### config.mk
export PLATFORM = sky130hd
export DESIGN_NAME = hysteresis_frequency_meter
export DESIGN_NICKNAME = d
export VERILOG_FILES = /design/src/rtl/hfm_pkg.sv /design/src/rtl/hysteresis_frequency_meter.sv /design/src/rtl/hfm_datapath.sv /design/src/rtl/hfm_ctrl.sv
export VERILOG_INCLUDE_DIRS = /design/src /design/src/rtl
export SDC_FILE = /design/constraint.sdc
export NUM_CORES = 1
export LEC_CHECK = 0
export ABC_AREA = 0
export BUFFER_PORTS_ARGS = -buffer_cell sky130_fd_sc_hd__buf_2
export CORE_MARGIN = 5
export CORE_UTILIZATION = 55
export DETAILED_ROUTE_END_ITERATION = 8
export PLACE_DENSITY = 0.82
export SYNTH_ARGS = -nofsm -noshare
export SYNTH_HDL_FRONTEND = slang
export SYNTH_SLANG_ARGS = --single-unit
export TNS_END_PERCENT = 100
### constraint.sdc
create_clock -name clk -period 3.2 [get_ports clk]
set_input_delay 0.16 -clock clk [delete_from_list [all_inputs] [get_ports clk]]
set_output_delay 0.16 -clock clk [all_outputs]
set_load 0.01 [all_outputs]
### src/rtl/hysteresis_frequency_meter_defines.svh
// ----------------------------------------------------------------------------
// Hysteresis frequency meter assertion macros
// Shared property forms for the checks on the top level.
// ----------------------------------------------------------------------------
`ifndef HYSTERESIS_FREQUENCY_METER_DEFINES_SVH
`define HYSTERESIS_FREQUENCY_METER_DEFINES_SVH

// same-cycle implication, sampled on clk, off during rst
`define HFM_ASSERT_NOW(label, ante, cons, msg) \
  label: assert property (@(posedge clk) disable iff (rst) (ante) |-> (cons)) \
    else $error(msg);

// next-cycle implication, sampled on clk, off during rst
`define HFM_ASSERT_NEXT(label, ante, cons, msg) \
  label: assert property (@(posedge clk) disable iff (rst) (ante) |=> (cons)) \
    else $error(msg);

`endif

### src/rtl/hfm_pkg.sv
// ----------------------------------------------------------------------------
// Hysteresis frequency meter package
// Shared types, register indexes and field layout.
// ----------------------------------------------------------------------------
package hfm_pkg;

  localparam int SAMPLE_W    = 12;
  localparam int THRESH_W    = 12;
  localparam int TIME_W      = 32;
  localparam int FREQ_W      = 28;
  localparam int CFG_INDEX_W = 1;

  localparam int S_TDATA_W = 48;
  localparam int M_TDATA_W = 32;
  localparam int TIME_LSB  = SAMPLE_W;

  localparam logic [FREQ_W-1:0] FREQ_MAX = {FREQ_W{1'b1}};

  localparam logic [CFG_INDEX_W-1:0] REG_UPPER_LIMIT = 1'd0;
  localparam logic [CFG_INDEX_W-1:0] REG_LOWER_LIMIT = 1'd1;

  localparam logic [THRESH_W-1:0] UPPER_LIMIT_RESET = 12'd2100;
  localparam logic [THRESH_W-1:0] LOWER_LIMIT_RESET = 12'd1900;

  localparam int MICROS_PER_SECOND = 1000000;
  localparam int MICROS_W          = 20;

  typedef enum logic [1:0] {
    ST_IDLE,
    ST_DIVIDE,
    ST_DONE
  } state_t;

  typedef struct packed {
    logic load;
    logic step;
    logic commit;
  } ctrl_cmd_t;

  typedef struct packed {
    logic need_div;
    logic div_last;
  } dp_status_t;

endpackage

### src/rtl/hysteresis_frequency_meter.sv
// ----------------------------------------------------------------------------
// Hysteresis frequency meter
// Schmitt comparator on converter samples with reciprocal frequency readout.
// ----------------------------------------------------------------------------
// Each request carries a sample and its microsecond timestamp and yields one
// result: comparator level, rising-crossing flag and the current frequency in
// hertz with FRACTION_BITS fraction bits. A request that produces a new
// measurement runs through the restoring divider, which forms one quotient
// bit per cycle; one that does not goes straight to the result stage. A
// finished result waits in the output register until taken.
module hysteresis_frequency_meter #(
  parameter int TIME_BITS     = 32,
  parameter int FRACTION_BITS = 8
) (
  input  logic                            clk,
  input  logic                            rst,
  input  logic                            cfg_we,
  input  logic [hfm_pkg::CFG_INDEX_W-1:0] cfg_index,
  input  logic [hfm_pkg::THRESH_W-1:0]    cfg_data,
  input  logic                            s_tvalid,
  output logic                            s_tready,
  // sample [11:0], time_us [43:12], zero fill [47:44]
  input  logic [hfm_pkg::S_TDATA_W-1:0]   s_tdata,
  output logic                            m_tvalid,
  input  logic                            m_tready,
  // level_high [0], rising_crossing [1], frequency_q8 [29:2], zero fill [31:30]
  output logic [hfm_pkg::M_TDATA_W-1:0]   m_tdata
);

`include "hysteresis_frequency_meter_defines.svh"

  hfm_pkg::ctrl_cmd_t  cmd;
  hfm_pkg::dp_status_t status;

  hfm_ctrl u_ctrl (
    .clk      (clk),
    .rst      (rst),
    .s_tvalid (s_tvalid),
    .s_tready (s_tready),
    .m_tvalid (m_tvalid),
    .m_tready (m_tready),
    .status   (status),
    .cmd      (cmd)
  );

  hfm_datapath #(
    .TIME_BITS     (TIME_BITS),
    .FRACTION_BITS (FRACTION_BITS)
  ) u_datapath (
    .clk       (clk),
    .rst       (rst),
    .cfg_we    (cfg_we),
    .cfg_index (cfg_index),
    .cfg_data  (cfg_data),
    .s_tdata   (s_tdata),
    .cmd       (cmd),
    .status    (status),
    .m_tdata   (m_tdata)
  );

  `HFM_ASSERT_NOW(a_rise_implies_high, m_tvalid && m_tdata[1], m_tdata[0], "crossing with low level")
  `HFM_ASSERT_NEXT(a_one_in_flight, s_tvalid && s_tready, !s_tready, "request taken while busy")
  `HFM_ASSERT_NOW(a_commit_slot_free, cmd.commit, !m_tvalid || m_tready, "result overwritten")

endmodule

### src/rtl/hfm_datapath.sv
// ----------------------------------------------------------------------------
// Hysteresis frequency meter datapath
// Thresholds, comparator, crossing time, restoring divider and result register.
// ----------------------------------------------------------------------------
module hfm_datapath #(
  parameter int TIME_BITS     = 32,
  parameter int FRACTION_BITS = 8
) (
  input  logic                                 clk,
  input  logic                                 rst,
  input  logic                                 cfg_we,
  input  logic [hfm_pkg::CFG_INDEX_W-1:0]      cfg_index,
  input  logic [hfm_pkg::THRESH_W-1:0]         cfg_data,
  input  logic [hfm_pkg::S_TDATA_W-1:0]        s_tdata,
  input  hfm_pkg::ctrl_cmd_t                   cmd,
  output hfm_pkg::dp_status_t                  status,
  output logic [hfm_pkg::M_TDATA_W-1:0]        m_tdata
);

  localparam int DW = hfm_pkg::MICROS_W + FRACTION_BITS;
  localparam int CW = $clog2(DW);
  localparam logic [DW-1:0] DIVIDEND = DW'(64'(hfm_pkg::MICROS_PER_SECOND) << FRACTION_BITS);
  localparam logic [CW-1:0] CNT_START = CW'(DW - 1);

  logic [hfm_pkg::THRESH_W-1:0] upper_limit;
  logic [hfm_pkg::THRESH_W-1:0] lower_limit;
  logic                         level;
  logic [TIME_BITS-1:0]         last_time;
  logic [hfm_pkg::FREQ_W-1:0]   frequency;
  logic                         rise_hold;
  logic                         update;
  logic [TIME_BITS-1:0]         period;
  logic [TIME_BITS-1:0]         rem;
  logic [DW-1:0]                quot;
  logic [CW-1:0]                cnt;
  logic                         out_level;
  logic                         out_rise;
  logic [hfm_pkg::FREQ_W-1:0]   out_freq;

  logic [hfm_pkg::SAMPLE_W-1:0] sample;
  logic [TIME_BITS-1:0]         now;
  logic [TIME_BITS-1:0]         period_now;
  logic                         rise;
  logic                         fall;
  logic [TIME_BITS:0]           trial;
  logic                         ge;
  logic [TIME_BITS:0]           diff;
  logic [31:0]                  quot_ext;
  logic [hfm_pkg::FREQ_W-1:0]   freq_new;
  logic [hfm_pkg::FREQ_W-1:0]   freq_next;

  always_comb begin
    sample     = s_tdata[hfm_pkg::SAMPLE_W-1:0];
    now        = s_tdata[hfm_pkg::TIME_LSB +: TIME_BITS];
    period_now = now - last_time;
    rise       = !level && (sample > upper_limit);
    fall       = level && (sample < lower_limit);
    status.need_div = rise && (last_time != '0) && (period_now != '0);
    status.div_last = (cnt == '0);
    trial = {rem, DIVIDEND[cnt]};
    ge    = trial >= {1'b0, period};
    diff  = trial - {1'b0, period};
    quot_ext = 32'(quot);
    freq_new = (quot_ext > 32'(hfm_pkg::FREQ_MAX)) ? hfm_pkg::FREQ_MAX
                                                   : quot_ext[hfm_pkg::FREQ_W-1:0];
    freq_next = update ? freq_new : frequency;
  end

  always_ff @(posedge clk) begin
    if (rst) begin
      upper_limit <= hfm_pkg::UPPER_LIMIT_RESET;
      lower_limit <= hfm_pkg::LOWER_LIMIT_RESET;
      level       <= 1'b0;
      last_time   <= '0;
      frequency   <= '0;
    end else begin
      if (cfg_we) begin
        unique case (cfg_index)
          hfm_pkg::REG_UPPER_LIMIT: upper_limit <= cfg_data;
          hfm_pkg::REG_LOWER_LIMIT: lower_limit <= cfg_data;
          default: ;
        endcase
      end
      if (cmd.load) begin
        if (rise) begin
          level     <= 1'b1;
          last_time <= now;
        end else if (fall) begin
          level <= 1'b0;
        end
      end
      if (cmd.commit) begin
        frequency <= freq_next;
      end
    end
  end

  always_ff @(posedge clk) begin
    if (cmd.load) begin
      rise_hold <= rise;
      update    <= status.need_div;
      period    <= period_now;
      rem       <= '0;
      quot      <= '0;
      cnt       <= CNT_START;
    end else if (cmd.step) begin
      rem  <= ge ? diff[TIME_BITS-1:0] : trial[TIME_BITS-1:0];
      quot <= {quot[DW-2:0], ge};
      cnt  <= cnt - 1'b1;
    end
    if (cmd.commit) begin
      out_level <= level;
      out_rise  <= rise_hold;
      out_freq  <= freq_next;
    end
  end

  assign m_tdata = {2'b00, out_freq, out_rise, out_level};

endmodule

### src/rtl/hfm_ctrl.sv
// ----------------------------------------------------------------------------
// Hysteresis frequency meter controller
// Sequences request intake, divider steps and result hand-off.
// ----------------------------------------------------------------------------
module hfm_ctrl (
  input  logic                clk,
  input  logic                rst,
  input  logic                s_tvalid,
  output logic                s_tready,
  output logic                m_tvalid,
  input  logic                m_tready,
  input  hfm_pkg::dp_status_t status,
  output hfm_pkg::ctrl_cmd_t  cmd
);

  hfm_pkg::state_t state;
  hfm_pkg::state_t state_next;
  logic            m_tvalid_next;

  always_ff @(posedge clk) begin
    if (rst) begin
      state    <= hfm_pkg::ST_IDLE;
      m_tvalid <= 1'b0;
    end else begin
      state    <= state_next;
      m_tvalid <= m_tvalid_next;
    end
  end

  always_comb begin
    state_next = state;
    cmd        = '0;
    s_tready   = 1'b0;
    unique case (state)
      hfm_pkg::ST_IDLE: begin
        s_tready = 1'b1;
        if (s_tvalid) begin
          cmd.load   = 1'b1;
          state_next = status.need_div ? hfm_pkg::ST_DIVIDE : hfm_pkg::ST_DONE;
        end
      end
      hfm_pkg::ST_DIVIDE: begin
        cmd.step = 1'b1;
        if (status.div_last) begin
          state_next = hfm_pkg::ST_DONE;
        end
      end
      hfm_pkg::ST_DONE: begin
        if (!m_tvalid || m_tready) begin
          cmd.commit = 1'b1;
          state_next = hfm_pkg::ST_IDLE;
        end
      end
      default: state_next = hfm_pkg::ST_IDLE;
    endcase
    m_tvalid_next = cmd.commit || (m_tvalid && !m_tready);
  end

endmodule

Word-level counts from Yosys, hierarchy flattened
Memory sizes are Yosys's and may differ from the RTL's. A register that Yosys moved wholly into a read port is not among the register bits.
Index checks and enable logic that the tools add are counted.
{"block": "op_classes", "order_cmp": 4, "n_mux": 18, "bitwise_logic": 1, "n_reduce_logical": 20, "eq_ne": 5, "n_addsub": 3}
{"op": "$reduce_bool 32->1", "n": 2}
{"op": "$sub 32x32->32", "n": 2}
{"op": "$ge 33x32->1", "n": 1}
{"op": "$mux 32", "n": 1}
{"op": "$mux 28", "n": 1}
{"op": "$gt 12x12->1", "n": 1}
{"op": "$lt 12x12->1", "n": 1}
{"op": "$mux 5", "n": 2}
{"op": "$mux 1", "n": 9}
{"op": "$mux 2", "n": 4}
{"op": "$reduce_and 2->1", "n": 4}
{"op": "$lt 5x6->1 const B", "n": 1}
{"op": "$pmux 2 s3", "n": 1}
{"op": "$logic_and 1x1->1", "n": 5}
{"op": "$logic_not 5->1", "n": 1}
{"op": "$sub 5x1->5 const B", "n": 1}
{"op": "$ne 2x2->1 const B", "n": 2}
{"op": "$logic_not 1->1", "n": 3}
{"op": "$reduce_and 3->1", "n": 1}
{"op": "$eq 2x1->1 const B", "n": 1}
{"op": "$eq 2x2->1 const B", "n": 1}
{"op": "$logic_not 2->1", "n": 1}
{"op": "$logic_or 1x1->1", "n": 2}
{"op": "$ne 2x1->1 const B", "n": 1}
{"op": "other kinds (2)", "n": 2}
{"block": "totals", "input_bits": 66, "rom_bits": 32, "word_cells": 68, "mem_count": 1, "register_bits": 217, "out_inout_bits": 34}
{"memory": "(name not given)", "words": 32, "width": 1, "rd": 1, "rd_ports_with_merged_regs": 1, "write_ports": 0, "line_no": "hfm_datapath.sv:60", "text": "trial = {rem, DIVIDEND[cnt]};"}

Logic depth before layout (Yosys ltp)
Gate-level depths: netlist (run 1).
{"block": "logic_depth", "depth_word": 7, "ltp_mapped": 14}

Modules after synthesis
Synthesis (run 1) repeated with hierarchy kept, for this count alone.
{"block": "unflattened", "hier_cells": 1416, "hier_area_um2": 12791.0}
{"module": "hfm_datapath", "area_each_um2": 12634.6, "seq_area_each_um2": 4944.7, "n_inst": 1, "cells_each": 1399}
{"module": "hfm_ctrl", "area_each_um2": 156.4, "seq_area_each_um2": 60.1, "n_inst": 1, "cells_each": 17}

Worst setup path before layout (run 1)
No wires, ideal clock.
{"block": "synth_timing", "path_kind": "register -> register", "from": "reg u_datapath.last_time[6]", "to": "reg u_ctrl.state[1]", "path_stages_with_launch": 14, "t_arrival_ns": 3.056, "path_slack_ns": 0.084, "cell_sequence": "dfxtp_1 -> inv_1 -> ha_1 -> a21o_1 -> or3_1 -> o211ai_2 -> a31oi_1 -> a211oi_2 -> o211ai_1 -> xnor2_1 -> or3_1 -> o41a_1 -> nor3b_2 -> o311a_1"}
{"item": "from (decl)", "line_no": "hfm_datapath.sv:28", "text": "logic [TIME_BITS-1:0] last_time;"}
{"item": "from (signal assigned)", "line_no": "hfm_datapath.sv:87", "text": "last_time <= now;"}
{"item": "to (signal assigned)", "line_no": "hfm_ctrl.sv:22", "text": "state <= hfm_pkg::ST_IDLE;"}
{"item": "to (signal assigned)", "line_no": "hfm_ctrl.sv:25", "text": "state <= state_next;"}
{"item": "to (decl)", "line_no": "hfm_ctrl.sv:16", "text": "hfm_pkg::state_t state;"}

==> metrics.csv, run 1 <==
stage,metric,value,unit
global_routing,grt_start_max_net_pins,76,
final_layout,final_common_cell,nand2_1,
timing,finalCritPeriodShare,1.05,
power_and_ir_drop,power.total,8.77,mW
floorplanning,initial_utilization,0.558,
placement,dpl_worst_slack,-0.254,ns
global_routing,grt_pass1_vias,10400,
synth,synth_edf_count,64,
timing,rsz0062_at_grt,true,
floorplanning,die_x,159,um
route,vias,10500,
setup_path,critical_path_class,reg -> reg,
timing,fin_crit,3.35,ns
placement,place_congestion,0.877,
route,wl_per_cell,16.1,um
setup_path,crit_path_start_kind,flop,
synth,synthCells,1349,
synth,netlist_area,12200,um^2
power_and_ir_drop,vdd_ir_drop_max,0.440,mV
placement,io_buffers,93,
route,vias_per_cell,5.64,
route,route.detailed.drc,0,
synth,yosys_most_used_dff,dfxtp_1,
synth,synth_seq_cells,218,
placement,hpwlAfterDp,19700,um
final_layout,area_delta_synth_final,24.3,%
synth,syn-mean-instance-area,9.02,um^2
timing,max_freq,0.298,GHz
route,routed_wl,30000,um
cts,clk_path_buf_depth,3,
setup_path,reg2reg_depth,15,
timing,drv_slew,0,
global_routing,antenna_found_initial,1,
floorplanning,core_area,21800,um^2
power_and_ir_drop,p_leak,6.37,nW
synth,ys_seq_area_frac,0.411,
timing,fin_skew,0.0180,ns
setup_path,end_kind,flop,
timing,finalHoldViolCount,0,
final_layout,num-fill-cells,1584,
flow_run,drv_cap,0,
synth,async_flop_share,0,
timing,fin_ws,-0.151,ns
status,violations,negative setup slack,
cts,cts-root-buf,clkbuf_16,
cts,cts_tree,built,
timing,tightest_slew,1.20,ns
final_layout,final_area,15100,um^2
power_and_ir_drop,power_density,579,nW/um^2
cts,cts.clk_slew.worst_paths,0.06,ns
route,drtPass1Iterations,6,
cts,worst_skew_pair.late_latency,0.51,ns
floorplanning,dieHeight,159,um
global_routing,grt.total_usage,0.221,
global_routing,grt_pass1_wl,48900,um
worst_hold_path,hp-class,in -> reg,
placement,place_area,13400,um^2
worst_hold_path,hold_depth,4,
cts,cts-htree-levels,1,
synth,netlist-cell-type-count,69,
timing,setup_viol_count_final,5,
setup_path,critPathArrivalTime,3.81,ns
final_layout,fin_nets,1711,
floorplanning,ios,100,
route,ant_nets,0,
setup_path,crit_fanout,3,
setup_path,crit_required,3.66,ns
route,drt_iter0_markers,618,
timing,whs,0.0839,ns
global_routing,grt-ovfl-total,0,
timing,relSlewSlack,0.201,
final_layout,layout_common_cells,"nand2_1 (153), dfxtp_1 (150), a21oi_1 (116), inv_1 (110), nor2_1 (107)",
synth,synth_warnings,0,
status,outcome,finished with violations,
final_layout,final_core_util,0.694,
cts,numCtsBuffers,24,
floorplanning,die_area,25200,um^2
final_layout,drive_gt1_frac,0.206,
floorplanning,rows,54,
cts,clock-sinks,218,
-- report_power, final --
part	switching (mW)	total [mW]	internal [mW]
Sequential	0.159	3.33	3.17
Combinational	1.58	2.81	1.23
Clock	1.08	2.62	1.54
-- synth_stat cells, types with 3 or more instances --
master / count / area (um^2)
edfxtp_1: 64 / 1920
a21o_1: 47 / 353
nand4_1: 12 / 75.1
a21boi_0: 4 / 30.0
nor4_1: 15 / 93.8
o211ai_1: 24 / 180
or3_1: 6 / 37.5
a31oi_1: 12 / 75.1
ha_1: 87 / 1090
dfxtp_1: 154 / 3080
nor2_1: 109 / 409
a21oi_1: 117 / 586
mux2i_1: 79 / 791
nand2b_1: 6 / 37.5
and2_1: 9 / 56.3
o21ai_0: 63 / 315
xor2_1: 24 / 210
a211oi_1: 5 / 37.5
buf_4: 5 / 37.5
or2_2: 4 / 25.0
o21bai_1: 4 / 30.0
nor2b_1: 13 / 81.3
o21a_1: 10 / 75.1
mux2_2: 28 / 315
o31a_1: 3 / 26.3
buf_2: 4 / 20.0
nor3_1: 13 / 65.1
a22o_1: 3 / 26.3
inv_1: 113 / 424
xnor2_1: 33 / 289
clkbuf_1: 48 / 180
o21ai_1: 4 / 20.0
buf_1: 6 / 22.5
a211o_1: 5 / 43.8
nand3_1: 18 / 90.1
nand2_1: 154 / 578
-- metrics by stage --
stage | TNS (ns) | cells
after CTS | -0.0481 | 1840
final | -0.321 | 1855
after global routing | -3.04 | 1855
after global placement | -0.233 | 1736
after detailed placement | -0.584 | 1736
after floorplan | 0 | 1350
-- routing by layer --
metal | share of wire | track usage | vias to the layer above | wire (um)
met2 | 0.49 | 0.386 | 298 | 14600
li1 | - | - | 5149 | -
met5 | 0 | 0 | - | 0
met1 | 0.42 | 0.273 | 4916 | 12700
met4 | 0.039 | 0.0845 | 0 | 1170
met3 | 0.048 | 0.0363 | 95 | 1450
-- critical path: stages, from the launching register on --
cell      delay (ns)
dfxtp_2         0.35
inv_2           0.06
ha_4            0.22
nor2b_4         0.12
o31a_1          0.27
buf_6           0.14
o211ai_4        0.22
a31oi_1         0.13
a211oi_2        0.29
buf_4           0.19
xnor2_4         0.07
nor4_2          0.27
nand4_1         0.13
o41a_1          0.50
nor3b_2         0.19
o311a_1         0.15
-- registers in the layout, indices dropped and copies added, names as in the netlist, 12 cells and up --
| name | flops |
|---|---|
| u_datapath.period | 32 |
| u_datapath.freq_new | 28 |
| u_datapath.last_time | 32 |
| u_datapath.lower_limit | 12 |
| u_datapath.upper_limit | 12 |
| u_datapath.frequency | 28 |
| u_datapath.out_freq | 28 |
| u_datapath.rem | 32 |
-- repair_timing --
action / in CTS / in global routing
resized for setup: 39 / 25
hold buffers: 46 / 0
endpoints found under the setup margin: 5 / 34
endpoints found under the hold margin: 58 / 0
pin swaps: 30 / 33
buffers inserted: 14 / 15
-- worst paths after layout --
path                                                           start                             to  slack [ns]
worst min-delay path                                     s_tdata[11]  u_datapath.level$_SDFFE_PP0P_        0.08
worst min register to register        u_datapath.rise_hold$_DFFE_PP_  u_datapath.out_rise$_DFFE_PP_        0.43
worst max register to register  u_datapath.last_time[1]$_SDFFE_PP0P_   u_ctrl.state[1]$_SDFFE_PP0P_       -0.15
worst max-delay path            u_datapath.last_time[1]$_SDFFE_PP0P_   u_ctrl.state[1]$_SDFFE_PP0P_       -0.15
-- cell families after synthesis --
family,after synthesis,synth area share
AO/OA/AOI/OAI,331,0.171
multiplexers,107,0.0909
flip-flops,218,0.411
AND/OR/NAND/NOR,370,0.136
adder cells (fa/ha/maj),89,0.0927
buffers and inverters,176,0.0562
other,1,0.000308
XOR/XNOR,57,0.0410
-- area by class of cell --
cell class	count	area [um^2]	share of cell area
multi-input cells	956	6840	0.452
flip-flops and latches	218	5010	0.331
repair buffers	243	1750	0.115
clock buffers	34	668	0.0441
inverters	113	424	0.0280
well taps	280	350	0.0231
clock inverters	10	95.1	0.00628
diodes	1	2.50	0.000165
(Power assumes the default switching activity.)
==> inputs of run 2 (changes only) <==
SYNTH_HIERARCHICAL = 1   (was unset)
clock period = 2.9 ns   (was 3.2 ns; I/O delays follow)
==> run 2 against run 1 <==
The run still ends with negative setup slack left; synthesized cell count is 5.0% higher; non-clock buffer count is 100 higher; cell count is 10% higher; global-route usage is 2.4 points higher; clock power is 27% higher; critical path type unchanged; largest cell class unchanged; largest power group unchanged.
==> metrics.csv, run 2 <==
stage,metric,value,unit
status,outcome,finished with violations,
status,violations,negative setup slack,
synth,synth_top_family_by_area,compound AO/OA/AOI/OAI gates,
timing,rsz0062_at_grt,true,
final_layout,drive_gt1_frac,0.256,
synth,synth_warnings,6,
timing,setup-tns-final,-1.90,ns
global_routing,grt-ovfl-total,0,
cts,cts-root-buf,clkbuf_16,
power_and_ir_drop,p_leak,7.33,nW
global_routing,grt_use_met1,0.311,
synth,syn-mean-instance-area,9.03,um^2
route,drtPass1Iterations,6,
synth,ys_seq_area_frac,0.391,
route,drt_iter0_markers,829,
cts,cts-htree-levels,1,
power_and_ir_drop,power.total,10.3,mW
global_routing,busiest_layer,met2,
timing,whs,0.168,ns
cts,clock-sinks,218,
setup_path,critPathArrivalTime,4.03,ns
placement,hpwlAfterDp,22800,um
final_layout,multi_input_area,7420,um^2
placement,dpl_worst_slack,-0.836,ns
placement,dp_cells,1939,
synth,netlist-cell-type-count,92,
power_and_ir_drop,vdd_ir_drop_max,0.546,mV
route,vias_per_cell,5.61,
floorplanning,dieHeight,163,um
cts,worst_skew_pair.late_latency,0.52,ns
synth,synthCells,1416,
setup_path,crit_fanout,4,
timing,fin_ws,-0.697,ns
final_layout,area_delta_synth_final,29.9,%
final_layout,stdcell_count,2045,
global_routing,grt_pass1_vias,11600,
synth,synthSimpleGateAreaFrac,0.159,
placement,place_area,14900,um^2
worst_hold_path,hp-class,in -> reg,
cts,cts_tree,built,
timing,drv_slew,0,
cts,cts.clk_slew.worst_paths,0.06,ns
synth,synth_seq_cells,218,
setup_path,crit_path_start_kind,flop,
final_layout,antennaDiodeCount,0,
placement,io_buffers,93,
route,route.detailed.drc,0,
placement,place_congestion,0.888,
floorplanning,initial_utilization,0.562,
synth,yosysMostFrequentCell,nor2_1,
timing,max_freq,0.278,GHz
setup_path,cp_cell_sequence,"inv_1, ha_1, a21oi_1, o21ai_1, a2111oi_4, a21oi_2, o21ai_1, xnor2_1, or4b_4, nor4_2, a21oi_1, or4b_1, a31oi_1",
route,vias,11500,
floorplanning,core_area,22800,um^2
timing,relSlewSlack,0.538,
global_routing,grt.total_usage,0.245,
synth,yosys_most_used_dff,dfxtp_1,
flow_run,drv_cap,0,
synth,synth_compound_area_frac,0.187,
setup_path,slowest_stage,or4b_4,
floorplanning,die_x,163,um
floorplanning,rows,55,
global_routing,grt_use_met2,0.434,
final_layout,layout.area.seq,5010,um^2
synth,synth_top_area_frac,0.241,
final_layout,final_area,16600,um^2
power_and_ir_drop,power_density,621,nW/um^2
setup_path,worst-path-buf-inv,1,
route,routed_wl,33500,um
setup_path,end_kind,flop,
synth,synth.top_cells.by_area,"dfxtp_1 (24%), edfxtp_1 (15%), ha_1 (8.5%)",
synth,muxShareOfSynthArea,0.0827,
floorplanning,ios,100,
route,ant_nets,0,
synth,netlist_area,12800,um^2
final_layout,reg_top3,"u_datapath/last_time: 32 flops, u_datapath/period: 32 flops, u_datapath/rem: 32 flops",
synth,ys_top_cells_by_count,"nor2_1 (162), dfxtp_1 (154), a21oi_1 (133)",
cts,clk_path_buf_depth,3,
floorplanning,die_area,26400,um^2
final_layout,num-fill-cells,1537,
setup_path,critical_path_class,reg -> reg,
synth,synth_edf_count,64,
global_routing,grt_start_max_net_pins,60,
synth,synth_top_area_cell,dfxtp_1,
setup_path,cpPeakStageDelay,0.55,ns
synth,synthAdderAreaFrac,0.0882,
setup_path,crit_family,compound AO/OA/AOI/OAI gates,
final_layout,layout_common_cells,"buf_4 (196), nor2_1 (162), dfxtp_1 (153), a21oi_1 (128), inv_1 (107)",
timing,tightest_slew,0.693,ns
final_layout,final_core_util,0.730,
setup_path,crit_required,3.34,ns
timing,fin_skew,0.0216,ns
global_routing,met3_usage,0.0314,
cts,numCtsBuffers,24,
timing,finalHoldViolCount,0,
timing,setup_viol_count_final,9,
timing,fin_crit,3.60,ns
synth,async_flop_share,0,
global_routing,antenna_found_initial,0,
synth,synth_xor_area_frac,0.0336,
global_routing,grt_pass1_wl,54800,um
final_layout,final_common_cell,buf_4,
route,wl_per_cell,16.4,um
timing,finalCritPeriodShare,1.24,
final_layout,fin_nets,1869,
[run 2: power by group]
part	switching, mW	internal (mW)
Combinational	1.84	1.55
Clock	1.22	2.10
Sequential	0.155	3.45
Total	3.21	7.11
[run 2: final timing paths]
path / from / cells after the start / slack, ns / to
max: u_datapath/last_time[10]$_SDFFE_PP0P_ / 13 / -0.70 / u_ctrl/state[1]$_SDFFE_PP0P_
min: rst / 2 / 0.17 / u_datapath/frequency[22]$_SDFFE_PP0P_
max reg2reg: u_datapath/last_time[10]$_SDFFE_PP0P_ / 13 / -0.70 / u_ctrl/state[1]$_SDFFE_PP0P_
min reg2reg: u_datapath/rise_hold$_DFFE_PP_ / 0 / 0.45 / u_datapath/out_rise$_DFFE_PP_
[run 2: final cells by class]
type,instances,area share
multi-input cells,1018,0.447
flip-flops and latches,218,0.301
repair buffers,343,0.152
clock buffers,34,0.0416
inverters,109,0.0248
well taps,313,0.0236
clock inverters,10,0.0105
[run 2: metal layers]
layer / share of wire / wire length, um
met1: 0.43 / 14200
met2: 0.50 / 16600
met3: 0.048 / 1610
met4: 0.031 / 1030
met5: 0 / 0
[run 2: kinds of logic (layout without fill, tap and decap cells)]
family / count (synthesis) / count (layout)
AND/OR/NAND/NOR: 418 / 418
AO/OA/AOI/OAI: 358 / 358
flip-flops: 218 / 218
buffers and inverters: 181 / 496
multiplexers: 102 / 102
adder cells (fa/ha/maj): 89 / 89
XOR/XNOR: 49 / 49
other: 1 / 2
[run 2: timing repair]
item,in CTS,in global routing
hold buffers,46,0
cloned,0,0
endpoints found under the hold margin,59,0
setup buffers,11,7
endpoints found under the setup margin,11,36
gates resized for setup,33,29
pin swaps,25,16
